==> config.mk <==
export PLATFORM = sky130hd
export DESIGN_NAME = qst_lane
export DESIGN_NICKNAME = d
export VERILOG_FILES = /design/src/sv/qst_pkg.sv /design/src/sv/qst_lane.sv
export SDC_FILE = /design/constraint.sdc
export NUM_CORES = 1
export LEC_CHECK = 0
export ABC_AREA = 1
export CORE_MARGIN = 2
export CORE_UTILIZATION = 68
export CTS_CLUSTER_DIAMETER = 50
export DETAILED_ROUTE_END_ITERATION = 7
export DONT_BUFFER_PORTS = 1
export PLACE_DENSITY = 0.89
export RECOVER_POWER = 25
export SLEW_MARGIN = 20
export SYNTH_ARGS = -nofsm -noshare
export SYNTH_HDL_FRONTEND = slang
export SYNTH_SLANG_ARGS = --single-unit
==> constraint.sdc <==
create_clock -name clk -period 20.4 [get_ports clk]
set_input_delay 0 -clock clk [delete_from_list [all_inputs] [get_ports clk]]
set_output_delay 0 -clock clk [all_outputs]
set_load 0.03 [all_outputs]
==> src/sv/qst_pkg.sv <==
// Shared types and constants for the quad sensor tracker drive.
// Holds the request and result structs, register indexes and drive codes.
// No dependencies.
`timescale 1ns / 1ps
`default_nettype none

package qst_pkg;

  // Field widths fixed by the interface
  localparam int SAMPLE_BITS    = 12;
  localparam int OFS_BITS       = 12;
  localparam int DEADBAND_BITS  = 14;
  localparam int COEFF_BITS     = 16;
  localparam int CFG_DATA_BITS  = 16;
  localparam int CFG_INDEX_BITS = 3;
  localparam int LEVEL_BITS     = 32;
  localparam int DRIVE_BITS     = 2;
  localparam int LANES          = 4;
  localparam int FRAC_BITS_DEF  = 16;

  // Offset-corrected sample width: unsigned sample plus signed offset
  localparam int X_BITS = ((SAMPLE_BITS > OFS_BITS) ? SAMPLE_BITS : OFS_BITS) + 2;

  // Lane order of the four sensors
  localparam int LANE_LB = 0;
  localparam int LANE_RB = 1;
  localparam int LANE_RT = 2;
  localparam int LANE_LT = 3;

  // Register indexes
  localparam logic [CFG_INDEX_BITS-1:0] CFG_OFS_LB   = 3'd0;
  localparam logic [CFG_INDEX_BITS-1:0] CFG_OFS_RB   = 3'd1;
  localparam logic [CFG_INDEX_BITS-1:0] CFG_OFS_RT   = 3'd2;
  localparam logic [CFG_INDEX_BITS-1:0] CFG_OFS_LT   = 3'd3;
  localparam logic [CFG_INDEX_BITS-1:0] CFG_DEADBAND = 3'd4;
  localparam logic [CFG_INDEX_BITS-1:0] CFG_COEFF    = 3'd5;

  // Register reset values
  localparam logic signed [OFS_BITS-1:0]   OFS_LB_RST   = -12'sd66;
  localparam logic signed [OFS_BITS-1:0]   OFS_RB_RST   = -12'sd270;
  localparam logic signed [OFS_BITS-1:0]   OFS_RT_RST   = 12'sd203;
  localparam logic signed [OFS_BITS-1:0]   OFS_LT_RST   = 12'sd131;
  localparam logic [DEADBAND_BITS-1:0]     DEADBAND_RST = 14'd100;
  localparam logic [COEFF_BITS-1:0]        COEFF_RST    = 16'd655;

  // Drive codes
  localparam logic [DRIVE_BITS-1:0] DRIVE_STOP = 2'd0;
  localparam logic [DRIVE_BITS-1:0] DRIVE_FWD  = 2'd1;
  localparam logic [DRIVE_BITS-1:0] DRIVE_REV  = 2'd2;

  typedef struct packed {
    logic [SAMPLE_BITS-1:0] sample_left_bottom;
    logic [SAMPLE_BITS-1:0] sample_right_bottom;
    logic [SAMPLE_BITS-1:0] sample_right_top;
    logic [SAMPLE_BITS-1:0] sample_left_top;
  } sample_t;

  typedef struct packed {
    logic [DRIVE_BITS-1:0] tilt_drive;
    logic [DRIVE_BITS-1:0] pan_drive;
  } drive_t;

endpackage

`default_nettype wire

==> src/sv/qst_lane.sv <==
// One sensor lane: offset correction and exponential smoothing of one level.
// Holds the smoothed level register. Depends on qst_pkg.
`timescale 1ns / 1ps
`default_nettype none

module qst_lane #(
  parameter int FRAC_BITS = qst_pkg::FRAC_BITS_DEF
) (
  input  logic                                  clk,
  input  logic                                  load,
  input  logic                                  primed,
  input  logic [qst_pkg::SAMPLE_BITS-1:0]       sample,
  input  logic signed [qst_pkg::OFS_BITS-1:0]   offset,
  input  logic [qst_pkg::COEFF_BITS-1:0]        coeff,
  output logic signed [qst_pkg::LEVEL_BITS-1:0] level
);
  import qst_pkg::*;

  localparam int TW = X_BITS + FRAC_BITS;
  localparam int DW = ((TW > LEVEL_BITS) ? TW : LEVEL_BITS) + 1;
  localparam int PW = DW + COEFF_BITS + 1;
  localparam int NW = DW + 2;
  localparam logic signed [PW-1:0] ROUND_HALF =
    {{(PW-COEFF_BITS){1'b0}}, 1'b1, {(COEFF_BITS-1){1'b0}}};

  logic signed [X_BITS-1:0]     x;
  logic signed [TW-1:0]         target;
  logic signed [DW-1:0]         diff;
  logic signed [PW-1:0]         prod;
  logic signed [DW:0]           step;
  logic signed [NW-1:0]         upd;
  logic signed [NW-1:0]         nxt;
  logic                         fits;
  logic signed [LEVEL_BITS-1:0] level_next;

  // Correct the sample and scale it to the level format
  assign x      = $signed({{(X_BITS-SAMPLE_BITS){1'b0}}, sample}) + X_BITS'(offset);
  assign target = {x, {FRAC_BITS{1'b0}}};

  // Move toward the target by coeff, rounding half up
  assign diff = DW'(target) - DW'(level);
  assign prod = PW'(diff) * PW'($signed({1'b0, coeff})) + ROUND_HALF;
  assign step = $signed(prod[PW-1:COEFF_BITS]);
  assign upd  = NW'(level) + NW'(step);

  // First request loads the target directly
  assign nxt = primed ? upd : NW'(target);

  // Saturate to the level range
  assign fits = (&nxt[NW-1:LEVEL_BITS-1]) || ~(|nxt[NW-1:LEVEL_BITS-1]);
  always_comb begin
    if (fits) begin
      level_next = nxt[LEVEL_BITS-1:0];
    end else if (nxt[NW-1]) begin
      level_next = {1'b1, {(LEVEL_BITS-1){1'b0}}};
    end else begin
      level_next = {1'b0, {(LEVEL_BITS-1){1'b1}}};
    end
  end

  // Advance the level on each accepted request
  always_ff @(posedge clk) begin
    if (load) begin
      level <= level_next;
    end
  end

endmodule

`default_nettype wire

* Word-level counts from Yosys, hierarchy flattened
Cells that the tools add are included.
** Operators by class
- Muxes and demuxes :: 3
- Reduce and logical (&&, ||, !) cells :: 3
- $add $sub $neg :: 4
- Bitwise logic cells :: 1
- $mul :: 1
** Operators by type and width (number)
- $mux W32 :: 2
- $add A50 B17 Y50 const B :: 1
- $mul A33 B17 Y50 :: 1
- $add A32 B34 Y35 :: 1
- $mux W35 :: 1
- $sub A30 B32 Y33 :: 1
- $add A13 B12 Y14 :: 1
- $reduce_and A4 Y1 :: 1
- $reduce_or A4 Y1 :: 1
- $logic_or A1 B1 Y1 :: 1
- $not A1 Y1 :: 1
** Word-level totals
- Input port bits :: 43
- Logic and storage cells :: 13
- Output and inout bits :: 32
- Bits in registers :: 32

* Logic depth before layout (Yosys ltp)
- Word-level depth :: 10
- Depth in mapped cells :: 63
- Gate-level depth less buffers :: 62

* Worst setup path after synthesis
Ideal clock, no wire load.
- Path type :: input-to-reg
- Start :: input offset[0] in the netlist's numbering
- End :: register level[10] in the netlist's numbering (data pin)
- Arrival :: 9261 ps
- Path buffers :: 2
- Cell stages on the path :: 51
- Slack :: 10883 ps
- Library setup time :: 256 ps
- Data required time :: 20144 ps
- Cells stage by stage :: ha_1 fa_1 nand3_1 nand3_1 nand2_1 o211ai_1 nand3_1 o21ai_0 xor2_1 ha_1 nand2_1 nor3_1 nor3b_1 nand3_1 nand4_1 nand2_1 clkinv_1 nand2_1 [... 15 more ...] nand2_1 nor3_1 nand3_1 nand3_1 xor2_1 ha_1 a21oi_1 o21a_1 nand2_1 a21oi_1 nand2_1 nand2_1 nand3_1 nand2_1 nand3_1 nand2_1 buf_2 nand2_1
** On the way
- Word-level cells in the longest chain between the ends :: 10
- Elaborated cells between the ends (all ways) :: 12
- Classes of those cells :: add/sub: 4; mul: 1; mux: 3; bitwise: 1; reduce/logical: 3
** Ends and longest elaborated chain
- start: declaration :: RTL line qst_lane.sv:13 : input logic signed [qst_pkg::OFS_BITS-1:0] offset,
- $add A13 B12 Y14 * :: RTL line qst_lane.sv:37 : assign x = $signed({{(X_BITS-SAMPLE_BITS){1'b0}}, sample}) + X_BITS'(offset);
- $sub A30 B32 Y33 :: RTL line qst_lane.sv:41 : assign diff = DW'(target) - DW'(level);
- $mul A33 B17 Y50 :: RTL line qst_lane.sv:42 : assign prod = PW'(diff) * PW'($signed({1'b0, coeff})) + ROUND_HALF;
- $add A50 B17 Y50 :: RTL line qst_lane.sv:42
- $add A32 B34 Y35 :: RTL line qst_lane.sv:44 : assign upd = NW'(level) + NW'(step);
- $mux W35 * :: RTL line qst_lane.sv:47 : assign nxt = primed ? upd : NW'(target);
- $reduce_or A4 Y1 :: RTL line qst_lane.sv:50 : assign fits = (&nxt[NW-1:LEVEL_BITS-1]) || ~(|nxt[NW-1:LEVEL_BITS-1]);
- $not A1 Y1 :: RTL line qst_lane.sv:50
- $logic_or A1 B1 Y1 :: RTL line qst_lane.sv:50
- $mux W32 * :: RTL line qst_lane.sv:52 : if (fits) begin
- named net level_next[10] :: RTL line qst_lane.sv:34 : logic signed [LEVEL_BITS-1:0] level_next;
- end signal: assignment :: RTL line qst_lane.sv:64 : level <= level_next;
- end: declaration :: RTL line qst_lane.sv:15 : output logic signed [qst_pkg::LEVEL_BITS-1:0] level
Mark *: on every way through the listed nets, which the timed path passes. The rest lies on a longest branch.
A chain may end at the register's enable or synchronous reset.

* Worst setup path in the final report
- Start :: input offset[0] in the netlist's numbering
- End :: register level[30] in the netlist's numbering (data pin)
The elaborated chain is that of the path after synthesis.

==> flow_summary.json <==
{
  "run_status": "finished, violations left",
  "failed_checks": "max-capacitance violations, max-slew violations",
  "synth_largest_area_cell": "fa_1",
  "tritoncts": "yes",
  "crit_path_start": "offset[0]",
  "worst-r2r-setup-slack_ps": 9020,
  "timing.final.setup_violations": 0,
  "fin_tns_setup_ps": 0,
  "synth_flop_cell": "edfxtp_1",
  "pin_count": 75,
  "clock_sinks": 32,
  "chip_width_um": 195.5,
  "ys_types": 55,
  "initialDrtViolationCount": 2085,
  "flow.area_growth_from_synthesis_pct": 2.003,
  "ys_top_cells_by_count": "856 x inv_1, 720 x nand2_1, 499 x fa_1",
  "grt_start_max_net_pins": 33,
  "drc": 0,
  "timing.critical_path.required_ps": 20390,
  "tightestPinTransition_ps": 1585,
  "timing.critical_path.to_type": "flop",
  "worstReg2RegEnd": "level[30]",
  "worst_skew_pair.late_latency_ps": 270,
  "synth_seq_area_share": 0.03855,
  "worstHoldPathType": "in -> reg",
  "gp_routability_congestion": 1.003,
  "avgSynthCellArea_um2": 7.403,
  "drtPass1Iterations": 8,
  "cts.clk_slew.worst_paths_ps": 50,
  "cts_resized": 0,
  "via_count": 21880,
  "netlist_area_um2": 24930,
  "antenna_left": 0,
  "crit_path_top_delay_cell": "fa_1",
  "synth.ff_latch_count": 32,
  "drt-total-wl_um": 72790,
  "worst_path_most_repeated_cell": "nand2_1",
  "crit_arrival_ps": 11680,
  "synth_top_cell_area_share": 0.4008,
  "layout.nets": 4064,
  "rr_startpoint": "level[1]",
  "slew-limit-headroom": -0.05693,
  "reg2regPathDepth": 44,
  "global_route_wire_length_before_repair_um": 118100,
  "io_buffers": 0,
  "maximum_operating_frequency_ghz": 0.08554,
  "worst_setup_ep": "level[30]",
  "post_drt_via_cell_ratio": 5.788,
  "grt_util_all_layers": 0.3982,
  "timing.hold.ws_ps": 60.09,
  "place_hpwl_um": 62080,
  "core_ar_um2": 36350,
  "gr-total-overflow": 0,
  "yosys_warnings": 0,
  "timing.critical_path.slowest_cell_delay_ps": 780,
  "timing_max_transition_violations_final": 33,
  "worst-path-max-fanout": 31,
  "numCtsBuffers": 5,
  "grt_pass1_vias": 22890,
  "path_class": "in -> reg",
  "layout_top_registers": "level x32",
  "routedWlPerCell_um": 19.26,
  "critical_path.startpoint_type": "input port",
  "synthTopCellsByArea": "fa_1 40%, inv_1 13%, nand2_1 11%",
  "grt_antenna_before_repair": 1,
  "clk_root_buffer_cell": "clkbuf_16",
  "final_hold_viol_count": 0,
  "floorplan.initialDensity": 0.6857,
  "largest_register_ffs": 32,
  "cts_max_path_buffers": 2,
  "cts-htree-levels": 2,
  "drv_cap": 1,
  "final_min_period_over_clock_period": 0.5731,
  "syn-instance-count": 3367,
  "floorplan.rows": 70,
  "post_route_cells_drive_above_1_share": 0.03443,
  "final_period_minus_worst_setup_slack_ps": 11690,
  "yosys.cell_count.top_type": "inv_1",
  "synth-async-reset-ratio": 0,
  "chipHeight_um": 195.5,
  "post_synthesis_net_count": 4120,
  "synth_edf_count": 32,
  "fin_skew_ps": 3.001,
  "regMostFlops": "level",
  "grt_setup_unrepaired": "false",
  "die_area_um2": 38200
}
stage by stage:
stage / setup WS, ps / cells / util / area, µm²
2_1_floorplan: 10880 / 3367 / - / 24930
3_3_place_gp: 8733 / 3770 / 0.6954 / 25280
3_5_place_dp: 8677 / 3770 / 0.6954 / 25280
4_1_cts: 8914 / 3779 / 0.6999 / 25440
5_1_grt: 7733 / 3779 / 0.6994 / 25420
6_report: 8710 / 3780 / 0.6995 / 25420
per-layer routing:
| layer | part of all wire | vias to the layer above | track usage |
|---|---|---|---|
| li1 | - | 9807 | - |
| met1 | 0.38 | 10430 | 0.5300 |
| met2 | 0.45 | 1374 | 0.6364 |
| met3 | 0.12 | 266 | 0.09344 |
| met4 | 0.046 | 0 | 0.1563 |
| met5 | 0 | - | 0 |
logic make-up (layout without fill, tap and decap cells):
logic type                 count (synthesis)  count (layout)  share of synthesized area
AOI/OAI and AO/OA                        264             264                    0.05908
xor gates and xnor gates                  85              85                    0.03228
adders and majority gates                710             710                     0.5067
buffers and inverters                    952             896                     0.1449
DFF                                       32              32                    0.03855
other                                      0               1                          0
and+or+nand+nor                         1324            1324                     0.2185
layout by cell type (no fill, tap or decap), types with 7 or more instances in the layout:
cell type	count
nor2_2	25
nand4_1	13
ha_1	211
or2_2	40
xnor2_1	25
o21bai_1	7
a31oi_1	10
o21ai_0	74
xor2_1	54
buf_4	9
nor2_1	374
inv_1	856
nand3_1	100
a21o_1	8
nand2_1	720
nand2_2	7
edfxtp_1	32
a211oi_1	7
nor3_1	19
nor4_1	9
clkinv_1	15
o21a_1	9
fa_1	499
a21oi_1	127
inv_2	7
layout make-up:
| cell class | count | area, µm² |
|---|---|---|
| multi-input cells | 2383 | 20360 |
| fillers | 2839 | 10920 |
| inverters | 878 | 3301 |
| flip-flops and latches | 32 | 960.9 |
| well taps | 468 | 585.6 |
| clock buffers | 5 | 125.1 |
| repair buffers | 11 | 81.33 |
| clock inverters | 2 | 7.507 |
| diodes | 1 | 2.502 |
timing repair:
action | 4_1_cts | 5_1_grt
buffers inserted | 0 | 0
endpoints found under the hold margin | 33 | 0
hold buffers | 2 | 0
worst max-delay path, delay by kind of cell:
family | cells | cell delay (ps)
adder cells (fa/ha/maj) | 11 | 5210
XOR/XNOR | 2 | 550
AO/OA/AOI/OAI | 4 | 670
AND/OR/NAND/NOR | 29 | 4700
buffers and inverters | 4 | 490
worst min-delay path by stage:
stage,from,cells after the start,end
6_report,primed,4,level[27]
3_5_place_dp,load,0,level[24]
5_1_grt,primed,4,level[27]
4_1_cts,primed,4,level[27]
3_3_place_gp,load,0,level[24]
2_1_floorplan,load,0,level[0]
Power is left out: the tool's default activity adds up to more than one toggle a clock period on the data nets, which glitch-free logic cannot reach.
