### config.mk
export PLATFORM = sky130hd
export DESIGN_NAME = qst_merge
export DESIGN_NICKNAME = d
export VERILOG_FILES = /design/src/sv/qst_pkg.sv /design/src/sv/qst_merge.sv
export SDC_FILE = /design/constraint.sdc
export NUM_CORES = 1
export LEC_CHECK = 0
export BUFFER_PORTS_ARGS = -buffer_cell sky130_fd_sc_hd__buf_4
export CAP_MARGIN = 20
export CORE_UTILIZATION = 39
export CTS_CLUSTER_DIAMETER = 200
export CTS_CLUSTER_SIZE = 24
export DETAILED_ROUTE_END_ITERATION = 8
export SLEW_MARGIN = 20
export SYNTH_ARGS = -nofsm -noshare
export SYNTH_HDL_FRONTEND = slang
export SYNTH_SLANG_ARGS = --single-unit
### constraint.sdc
create_clock -name clk -period 12.61 [get_ports clk]
set_input_delay 0.6305 -clock clk [delete_from_list [all_inputs] [get_ports clk]]
set_output_delay 0.6305 -clock clk [all_outputs]
set_load 0.02 [all_outputs]
### src/sv/qst_pkg.sv
// Shared types and constants for the quad sensor tracker drive.
// Holds the request and result structs, register indexes and drive codes.
// No dependencies.
`timescale 1ns / 1ps
`default_nettype none

package qst_pkg;

  // Field widths fixed by the interface
  localparam int SAMPLE_BITS    = 12;
  localparam int OFS_BITS       = 12;
  localparam int DEADBAND_BITS  = 14;
  localparam int COEFF_BITS     = 16;
  localparam int CFG_DATA_BITS  = 16;
  localparam int CFG_INDEX_BITS = 3;
  localparam int LEVEL_BITS     = 32;
  localparam int DRIVE_BITS     = 2;
  localparam int LANES          = 4;
  localparam int FRAC_BITS_DEF  = 16;

  // Offset-corrected sample width: unsigned sample plus signed offset
  localparam int X_BITS = ((SAMPLE_BITS > OFS_BITS) ? SAMPLE_BITS : OFS_BITS) + 2;

  // Lane order of the four sensors
  localparam int LANE_LB = 0;
  localparam int LANE_RB = 1;
  localparam int LANE_RT = 2;
  localparam int LANE_LT = 3;

  // Register indexes
  localparam logic [CFG_INDEX_BITS-1:0] CFG_OFS_LB   = 3'd0;
  localparam logic [CFG_INDEX_BITS-1:0] CFG_OFS_RB   = 3'd1;
  localparam logic [CFG_INDEX_BITS-1:0] CFG_OFS_RT   = 3'd2;
  localparam logic [CFG_INDEX_BITS-1:0] CFG_OFS_LT   = 3'd3;
  localparam logic [CFG_INDEX_BITS-1:0] CFG_DEADBAND = 3'd4;
  localparam logic [CFG_INDEX_BITS-1:0] CFG_COEFF    = 3'd5;

  // Register reset values
  localparam logic signed [OFS_BITS-1:0]   OFS_LB_RST   = -12'sd66;
  localparam logic signed [OFS_BITS-1:0]   OFS_RB_RST   = -12'sd270;
  localparam logic signed [OFS_BITS-1:0]   OFS_RT_RST   = 12'sd203;
  localparam logic signed [OFS_BITS-1:0]   OFS_LT_RST   = 12'sd131;
  localparam logic [DEADBAND_BITS-1:0]     DEADBAND_RST = 14'd100;
  localparam logic [COEFF_BITS-1:0]        COEFF_RST    = 16'd655;

  // Drive codes
  localparam logic [DRIVE_BITS-1:0] DRIVE_STOP = 2'd0;
  localparam logic [DRIVE_BITS-1:0] DRIVE_FWD  = 2'd1;
  localparam logic [DRIVE_BITS-1:0] DRIVE_REV  = 2'd2;

  typedef struct packed {
    logic [SAMPLE_BITS-1:0] sample_left_bottom;
    logic [SAMPLE_BITS-1:0] sample_right_bottom;
    logic [SAMPLE_BITS-1:0] sample_right_top;
    logic [SAMPLE_BITS-1:0] sample_left_top;
  } sample_t;

  typedef struct packed {
    logic [DRIVE_BITS-1:0] tilt_drive;
    logic [DRIVE_BITS-1:0] pan_drive;
  } drive_t;

endpackage

`default_nettype wire

### src/sv/qst_merge.sv
// Merge stage: rounds the pair sums of the four levels and picks drive codes.
// Holds the result register and its handshake. Depends on qst_pkg.
`timescale 1ns / 1ps
`default_nettype none

module qst_merge #(
  parameter int FRAC_BITS = qst_pkg::FRAC_BITS_DEF
) (
  input  logic                                   clk,
  input  logic                                   rst,
  input  logic                                   take,
  output logic                                   ready,
  input  logic signed [qst_pkg::LEVEL_BITS-1:0]  level [qst_pkg::LANES],
  input  logic [qst_pkg::DEADBAND_BITS-1:0]      deadband,
  output logic                                   drive_valid,
  input  logic                                   drive_ready,
  output qst_pkg::drive_t                        drive
);
  import qst_pkg::*;

  localparam int SUM_BITS = LEVEL_BITS + 1;
  localparam int ADD_BITS = SUM_BITS + 1;
  localparam int RW       = ADD_BITS - FRAC_BITS;
  localparam int DFW      = RW + 2;
  localparam logic [ADD_BITS-1:0] HALF =
    {{(ADD_BITS-FRAC_BITS){1'b0}}, 1'b1, {(FRAC_BITS-1){1'b0}}};

  // Round a pair sum to an integer, half away from zero
  function automatic logic signed [RW:0] round_pair(
    input logic signed [LEVEL_BITS-1:0] a,
    input logic signed [LEVEL_BITS-1:0] b
  );
    logic signed [SUM_BITS-1:0] s;
    logic [SUM_BITS-1:0]        mag;
    logic [ADD_BITS-1:0]        rsum;
    logic [RW-1:0]              r;
    s    = SUM_BITS'(a) + SUM_BITS'(b);
    mag  = s[SUM_BITS-1] ? SUM_BITS'(-s) : s;
    rsum = {1'b0, mag} + HALF;
    r    = rsum[ADD_BITS-1:FRAC_BITS];
    return s[SUM_BITS-1] ? -$signed({1'b0, r}) : $signed({1'b0, r});
  endfunction

  // Stop inside the deadband, else drive toward the brighter side
  function automatic logic [DRIVE_BITS-1:0] drive_code(
    input logic signed [RW:0]         hi,
    input logic signed [RW:0]         lo,
    input logic [DEADBAND_BITS-1:0]   band
  );
    logic signed [DFW-1:0] d;
    logic [DFW-1:0]        mag;
    d   = DFW'(hi) - DFW'(lo);
    mag = d[DFW-1] ? DFW'(-d) : d;
    if (mag <= {{(DFW-DEADBAND_BITS){1'b0}}, band}) begin
      return DRIVE_STOP;
    end
    return d[DFW-1] ? DRIVE_REV : DRIVE_FWD;
  endfunction

  logic signed [RW:0] top_sum;
  logic signed [RW:0] bottom_sum;
  logic signed [RW:0] left_sum;
  logic signed [RW:0] right_sum;
  drive_t             drive_next;

  assign top_sum    = round_pair(level[LANE_RT], level[LANE_LT]);
  assign bottom_sum = round_pair(level[LANE_LB], level[LANE_RB]);
  assign left_sum   = round_pair(level[LANE_LB], level[LANE_LT]);
  assign right_sum  = round_pair(level[LANE_RB], level[LANE_RT]);

  always_comb begin
    drive_next.tilt_drive = drive_code(top_sum, bottom_sum, deadband);
    drive_next.pan_drive  = drive_code(left_sum, right_sum, deadband);
  end

  // Output register takes a new result whenever it is empty or draining
  assign ready = !drive_valid || drive_ready;

  always_ff @(posedge clk) begin
    if (rst) begin
      drive_valid <= 1'b0;
    end else if (take) begin
      drive_valid <= 1'b1;
    end else if (drive_ready) begin
      drive_valid <= 1'b0;
    end
  end

  always_ff @(posedge clk) begin
    if (take) begin
      drive <= drive_next;
    end
  end

endmodule

`default_nettype wire

## Word level (Yosys, flattened, before mapping)

Index checks and enable logic that the tools add are counted.

- Input port bits: 146
- Output and inout bits: 6
- Logic and storage cells: 48
- Register bits after elaboration: 5

- $add $sub $neg: 20
- Mux-type cells: 20
- Magnitude comparators: 2
- Reductions and logical operators: 3

Operators with widths:

| kind | number |
|---|---|
| $add A33 B16 Y34 const B | 4 |
| $add A32 B32 Y33 | 4 |
| $mux W33 | 4 |
| $neg A33 Y33 | 4 |
| $mux W19 | 4 |
| $neg A18 Y19 | 4 |
| $le A20 B14 Y1 | 2 |
| $mux W20 | 2 |
| $neg A20 Y20 | 2 |
| $sub A19 B19 Y20 | 2 |
| $mux W2 | 6 |
| $mux W1 | 4 |
| $reduce_bool A2 Y1 | 1 |
| $logic_not A1 Y1 | 1 |
| $logic_or A1 B1 Y1 | 1 |

## Depth between registers and ports, before layout

- Word-level depth: 12
- Mapped depth: 55
- Mapped depth without buffers: 50

## Worst setup path after synthesis

OpenSTA, ideal clock, no wires.

- Path kind: input to register
- Start point: input port level[64] (netlist bit)
- End point: register drive[2] (netlist bit), data pin
- Path buffers: 5
- Stages: 51
- Arrival: 10.468 ns
- Library setup time: 0.270 ns
- Slack: 1.872 ns
- Required time: 12.340 ns
- Cell sequence: ha_1 fa_1 a211oi_1 o21bai_1 o2111ai_1 a211oi_1 o211ai_1 a41o_1 clkbuf_1 buf_1 buf_1 o21ai_0 xnor2_1 ha_1 nand2_1 a2111oi_0 a311o_1 xor2_1 [... 15 more ...] clkbuf_1 nand2_1 xnor2_1 ha_1 a21o_1 a21o_1 a21oi_1 nor2b_1 o21ai_0 nand2_1 a21oi_1 nor2b_1 o21ai_0 nand2b_1 a21oi_1 a21oi_1 a311oi_1 a31oi_1

- Word-level cells in the longest chain between the ends: 12
- Elaborated cells between the ends (all ways): 13
- Classes of those cells: add/sub (6); order compare (1); mux (6)

Ends and longest elaborated chain:

| element | RTL line | source |
|---|---|---|
| from (decl) | qst_merge.sv:13 | `input logic signed [qst_pkg::LEVEL_BITS-1:0] level [qst_pkg::LANES],` |
| $add A32 B32 Y33 (*) | qst_merge.sv:37 | `s = SUM_BITS'(a) + SUM_BITS'(b);` |
| $neg A33 Y33 | qst_merge.sv:38 | `mag = s[SUM_BITS-1] ? SUM_BITS'(-s) : s;` |
| $mux W33 | qst_merge.sv:38 |  |
| $add A33 B16 Y34 | qst_merge.sv:39 | `rsum = {1'b0, mag} + HALF;` |
| $neg A18 Y19 | qst_merge.sv:41 | `return s[SUM_BITS-1] ? -$signed({1'b0, r}) : $signed({1'b0, r});` |
| $mux W19 (*) | qst_merge.sv:41 |  |
| $sub A19 B19 Y20 (*) | qst_merge.sv:52 | `d = DFW'(hi) - DFW'(lo);` |
| $neg A20 Y20 | qst_merge.sv:53 | `mag = d[DFW-1] ? DFW'(-d) : d;` |
| $mux W20 | qst_merge.sv:53 |  |
| $le A20 B14 Y1 | qst_merge.sv:54 | `if (mag <= {{(DFW-DEADBAND_BITS){1'b0}}, band}) begin` |
| $mux W1 | qst_merge.sv:54 |  |
| $mux W2 (*) | qst_merge.sv:57 | `return d[DFW-1] ? DRIVE_REV : DRIVE_FWD;` |
| to (signal assigned) | qst_merge.sv:91 | `drive <= drive_next;` |
| to (decl) | qst_merge.sv:17 | `output qst_pkg::drive_t drive` |

Mark *: on every way between the ends. The rest lies on a longest branch, timed or not.
A chain may end at the register's enable or synchronous reset.

## Worst setup path in the final report

Same ends and word-level chain as after synthesis.

==> run_results.csv <==
group,metric,value,unit
outcome,status,"complete, no violations",
timing,fin_skew,0,ns
synthesis,synth-seq-cells,5,
clock_tree,cts_resized,0,
finish,final_net_count,2962,
finish,fin_cells,3198,
power_and_ir_drop,p_seq_share,0.8,%
global_route,grt_pass1_vias,18560,
power_and_ir_drop,p_leak,7.79,nW
timing,tns,0,ns
global_route,grt_usage,27.7,%
global_route,grtUsageMet3,2.02,%
synthesis,synth-edff-count,4,
global_route,grt_use_met1,36.1,%
run,timing.max_cap.violations,0,
placed_design,numPortBuffers,151,
setup_path,worstSetupStartpointType,"primary input",
setup_path,r2r-end,"drive_valid$_SDFFE_PP0P_",
worst_hold_path,whs_path_depth,2,
clock_tree,cts.sink_count,5,
synthesis,muxShareOfSynthArea,1.83,%
synthesis,ys.flop_type,"edfxtp_1",
clock_tree,cts_root_buf,"clkbuf_16",
clock_tree,clkTransAtPathRegs,0.03,ns
finish,layout_commonest_cell,"nor2_1",
global_route,grt_pass1_wl,101000,um
global_route,grt_use_met2,47.1,%
placed_design,routabilityCongestion,1.03,
setup_path,path_class,"in2reg",
global_route,grt_antenna_before_repair,4,
timing,finalSetupViolations,0,
setup_path,worst_path_dominant_cell_family,"compound AO/OA/AOI/OAI gates",
timing,min_period_over_period,89.4,%
power_and_ir_drop,ir_worst_vdd,124,uV
drt,drtIter0Drc,1645,
clock_tree,tritoncts,"yes",
timing,period_needed,11.27,ns
floorplan,dieArea,0.0455,mm2
synthesis,syn_area,0.0174,mm2
floorplan,core,0.0441,mm2
drt,drc,0,
floorplan,die_y,213,um
synthesis,seq_area_frac_synth,0.804,%
setup_path,r2r_slack,12.02,ns
setup_path,arrival,11.22,ns
floorplan,io_pins,152,
timing,tightest_slew,1.09,ns
power_and_ir_drop,power_frac_comb,97.6,%
power_and_ir_drop,power.internal,0.00139,W
worst_hold_path,min_to,"drive_valid$_SDFFE_PP0P_",
power_and_ir_drop,clockPowerShare,1.5,%
power_and_ir_drop,power.density,176,mW/mm2
clock_tree,htreeDepth,1,
synthesis,synthArstFlopShare,0,%
timing,hold_viol_final,0,
floorplan,rows,77,
setup_path,cp_slowest_cell,"or4_4",
synthesis,syn_inst,2531,
power_and_ir_drop,power.switching,0.00198,W
global_route,grt_busiest_layer,"met2",
setup_path,cp_num_buf_inv,3,
synthesis,synthAdderAreaFrac,15.4,%
setup_path,cp_max_fo,34,
floorplan,die_w,213,um
drt,routed_wl,64600,um
synthesis,yosys-top-cells-area,"ha_1 (15%), xnor2_1 (9.5%), a21oi_1 (5.8%), nor2_1 (5.0%), o21ai_0 (4.6%)",
drt,routed_via_density,6.16,
placed_design,dp.cells,3193,
synthesis,synth_nets,2887,
drt,route.vias.total,19703,
clock_tree,hold_buffers,0,
synthesis,synth_top_area_share,14.7,%
finish,mostFrequentLayoutCells,"nor2_1 (230), nand2_1 (204), ha_1 (204)",
worst_hold_path,hold_path_class,"reg2reg",
synthesis,synth_warnings,0,
setup_path,end_kind,"flip-flop",
drt,ant_nets,0,
power_and_ir_drop,p_sw_share,58.7,%
global_route,grt.overflow.total,0,
clock_tree,post-cts-setup-buffer-count,0,
synthesis,synth_simple_gate_area_share,27.9,%
synthesis,synth_cell_types,127,
worst_hold_path,worstHoldStart,"drive_valid$_SDFFE_PP0P_",
power_and_ir_drop,finalPower,0.00337,W
synthesis,synth-xor-area-share,13.7,%
finish,drive_above_1_share,11.0,%
setup_path,worstRegToRegCells,2,
setup_path,reg2reg_from,"drive_valid$_SDFFE_PP0P_",
timing,drv_slew,0,
clock_tree,clkLatencyLatePin,0.22,ns
placed_design,dp_hpwl,55500,um
timing,relSlewSlack,25.4,%
finish,area_growth_syn_to_layout,9.63,%
timing,fmax,88.7,MHz
synthesis,syn_area_per_cell,6.88,um2
drt,routedWlPerCell,20.2,um
setup_path,required,12.56,ns
global_route,grt_max_degree,39,
clock_tree,cts.path.max_buffers,2,
drt,drt_pass1_iterations,5,
synthesis,yosysTopAreaCell,"ha_1",
timing,rsz0062_at_grt,"no",
floorplan,initial_core_util,39.5,%
synthesis,synth_top_family_by_area,"compound AO/OA/AOI/OAI gates",
synthesis,synth-compound-area-share,36.0,%
clock_tree,cts_buffers,3,
setup_path,critPathMaxStageDelay,0.58,ns
logic make-up (layout without fill, tap and decap cells):
| family | after synthesis | count (layout) |
|---|---|---|
| simple gates | 926 | 926 |
| xor+xnor | 269 | 269 |
| compound gates | 898 | 898 |
| flops | 5 | 5 |
| mux | 31 | 31 |
| buf+inv | 191 | 265 |
| other cells | 0 | 1 |
| fa+ha+maj | 211 | 211 |
power by group through the flow:
stage          clock network, W  logic (W)  registers [W]
3_5_place_dp                  0    0.00326      0.0000280
4_1_cts               0.0000527    0.00328      0.0000278
6_report              0.0000519    0.00329      0.0000274
5_1_grt               0.0000538    0.00367      0.0000285
2_1_floorplan                 0    0.00245      0.0000339
3_3_place_gp                  0    0.00318      0.0000280
Yosys cell counts, types with 26 or more instances:
cell,instances
a211oi_1,42
a21o_1,71
a21oi_1,202
a31oi_1,35
and3_1,33
clkbuf_1,69
ha_1,204
inv_1,97
nand2_1,204
nand2b_1,31
nand3_1,67
nand4_1,38
nor2_1,230
nor2b_1,36
nor3_1,73
nor4_1,26
o211ai_1,31
o21a_1,46
o21ai_0,161
o21bai_1,26
o31ai_1,27
or2_2,28
or3_1,34
xnor2_1,188
xor2_1,77
how the worst max path moves through the flow:
stage | from | endpoint | slack [ns] | cells after the start
after floorplan | level[64] | drive[2]$_SDFFCE_PP0P_ | 1.87 | 51
after global placement | level[32] | drive[0]$_SDFFCE_PP0P_ | 1.45 | 50
after detailed placement | level[64] | drive[3]$_SDFFCE_PP0P_ | 1.27 | 48
after CTS | level[64] | drive[3]$_SDFFCE_PP0P_ | 1.41 | 48
after global routing | level[64] | drive[3]$_SDFFCE_PP0P_ | 0.30 | 49
final | level[64] | drive[2]$_SDFFCE_PP0P_ | 1.34 | 48
flip-flops by register name, summed over array words and instances (netlist names):
| signal | count |
|---|---|
| drive | 4 |
| drive_valid | 1 |
cell type report:
| type | instances | area [um2] |
|---|---|---|
| tap | 592 | 741 |
| clock buffer | 4 | 78.8 |
| timing repair buffer | 164 | 1230 |
| sequential | 5 | 140 |
| antenna | 1 | 2.50 |
| fill | 4669 | 25000 |
| inverter | 97 | 364 |
| multi-input combinational | 2335 | 16500 |
worst min-delay path: stages (launching register included):
cell and delay, ns:
dfxtp_1 0.30, nand2b_1 0.09, a21oi_1 0.07
per-stage QoR:
step	utilization, %	area, um2	hold WS, ns	setup WS [ns]
CTS	43.3	19100	0.508	1.41
global route	43.3	19100	0.551	0.302
finish	43.3	19100	0.496	1.34
floorplan	-	17400	0.700	1.87
detailed placement	43.1	19000	0.503	1.27
global placement	43.1	19000	0.480	1.45
routing by layer:
metal	wire length, um	up-vias
met3	3570	123
li1	-	9743
met4	2910	6
met5	38	-
met1	28600	9147
met2	29500	684
No activity file was read; power rests on OpenSTA's default activity.
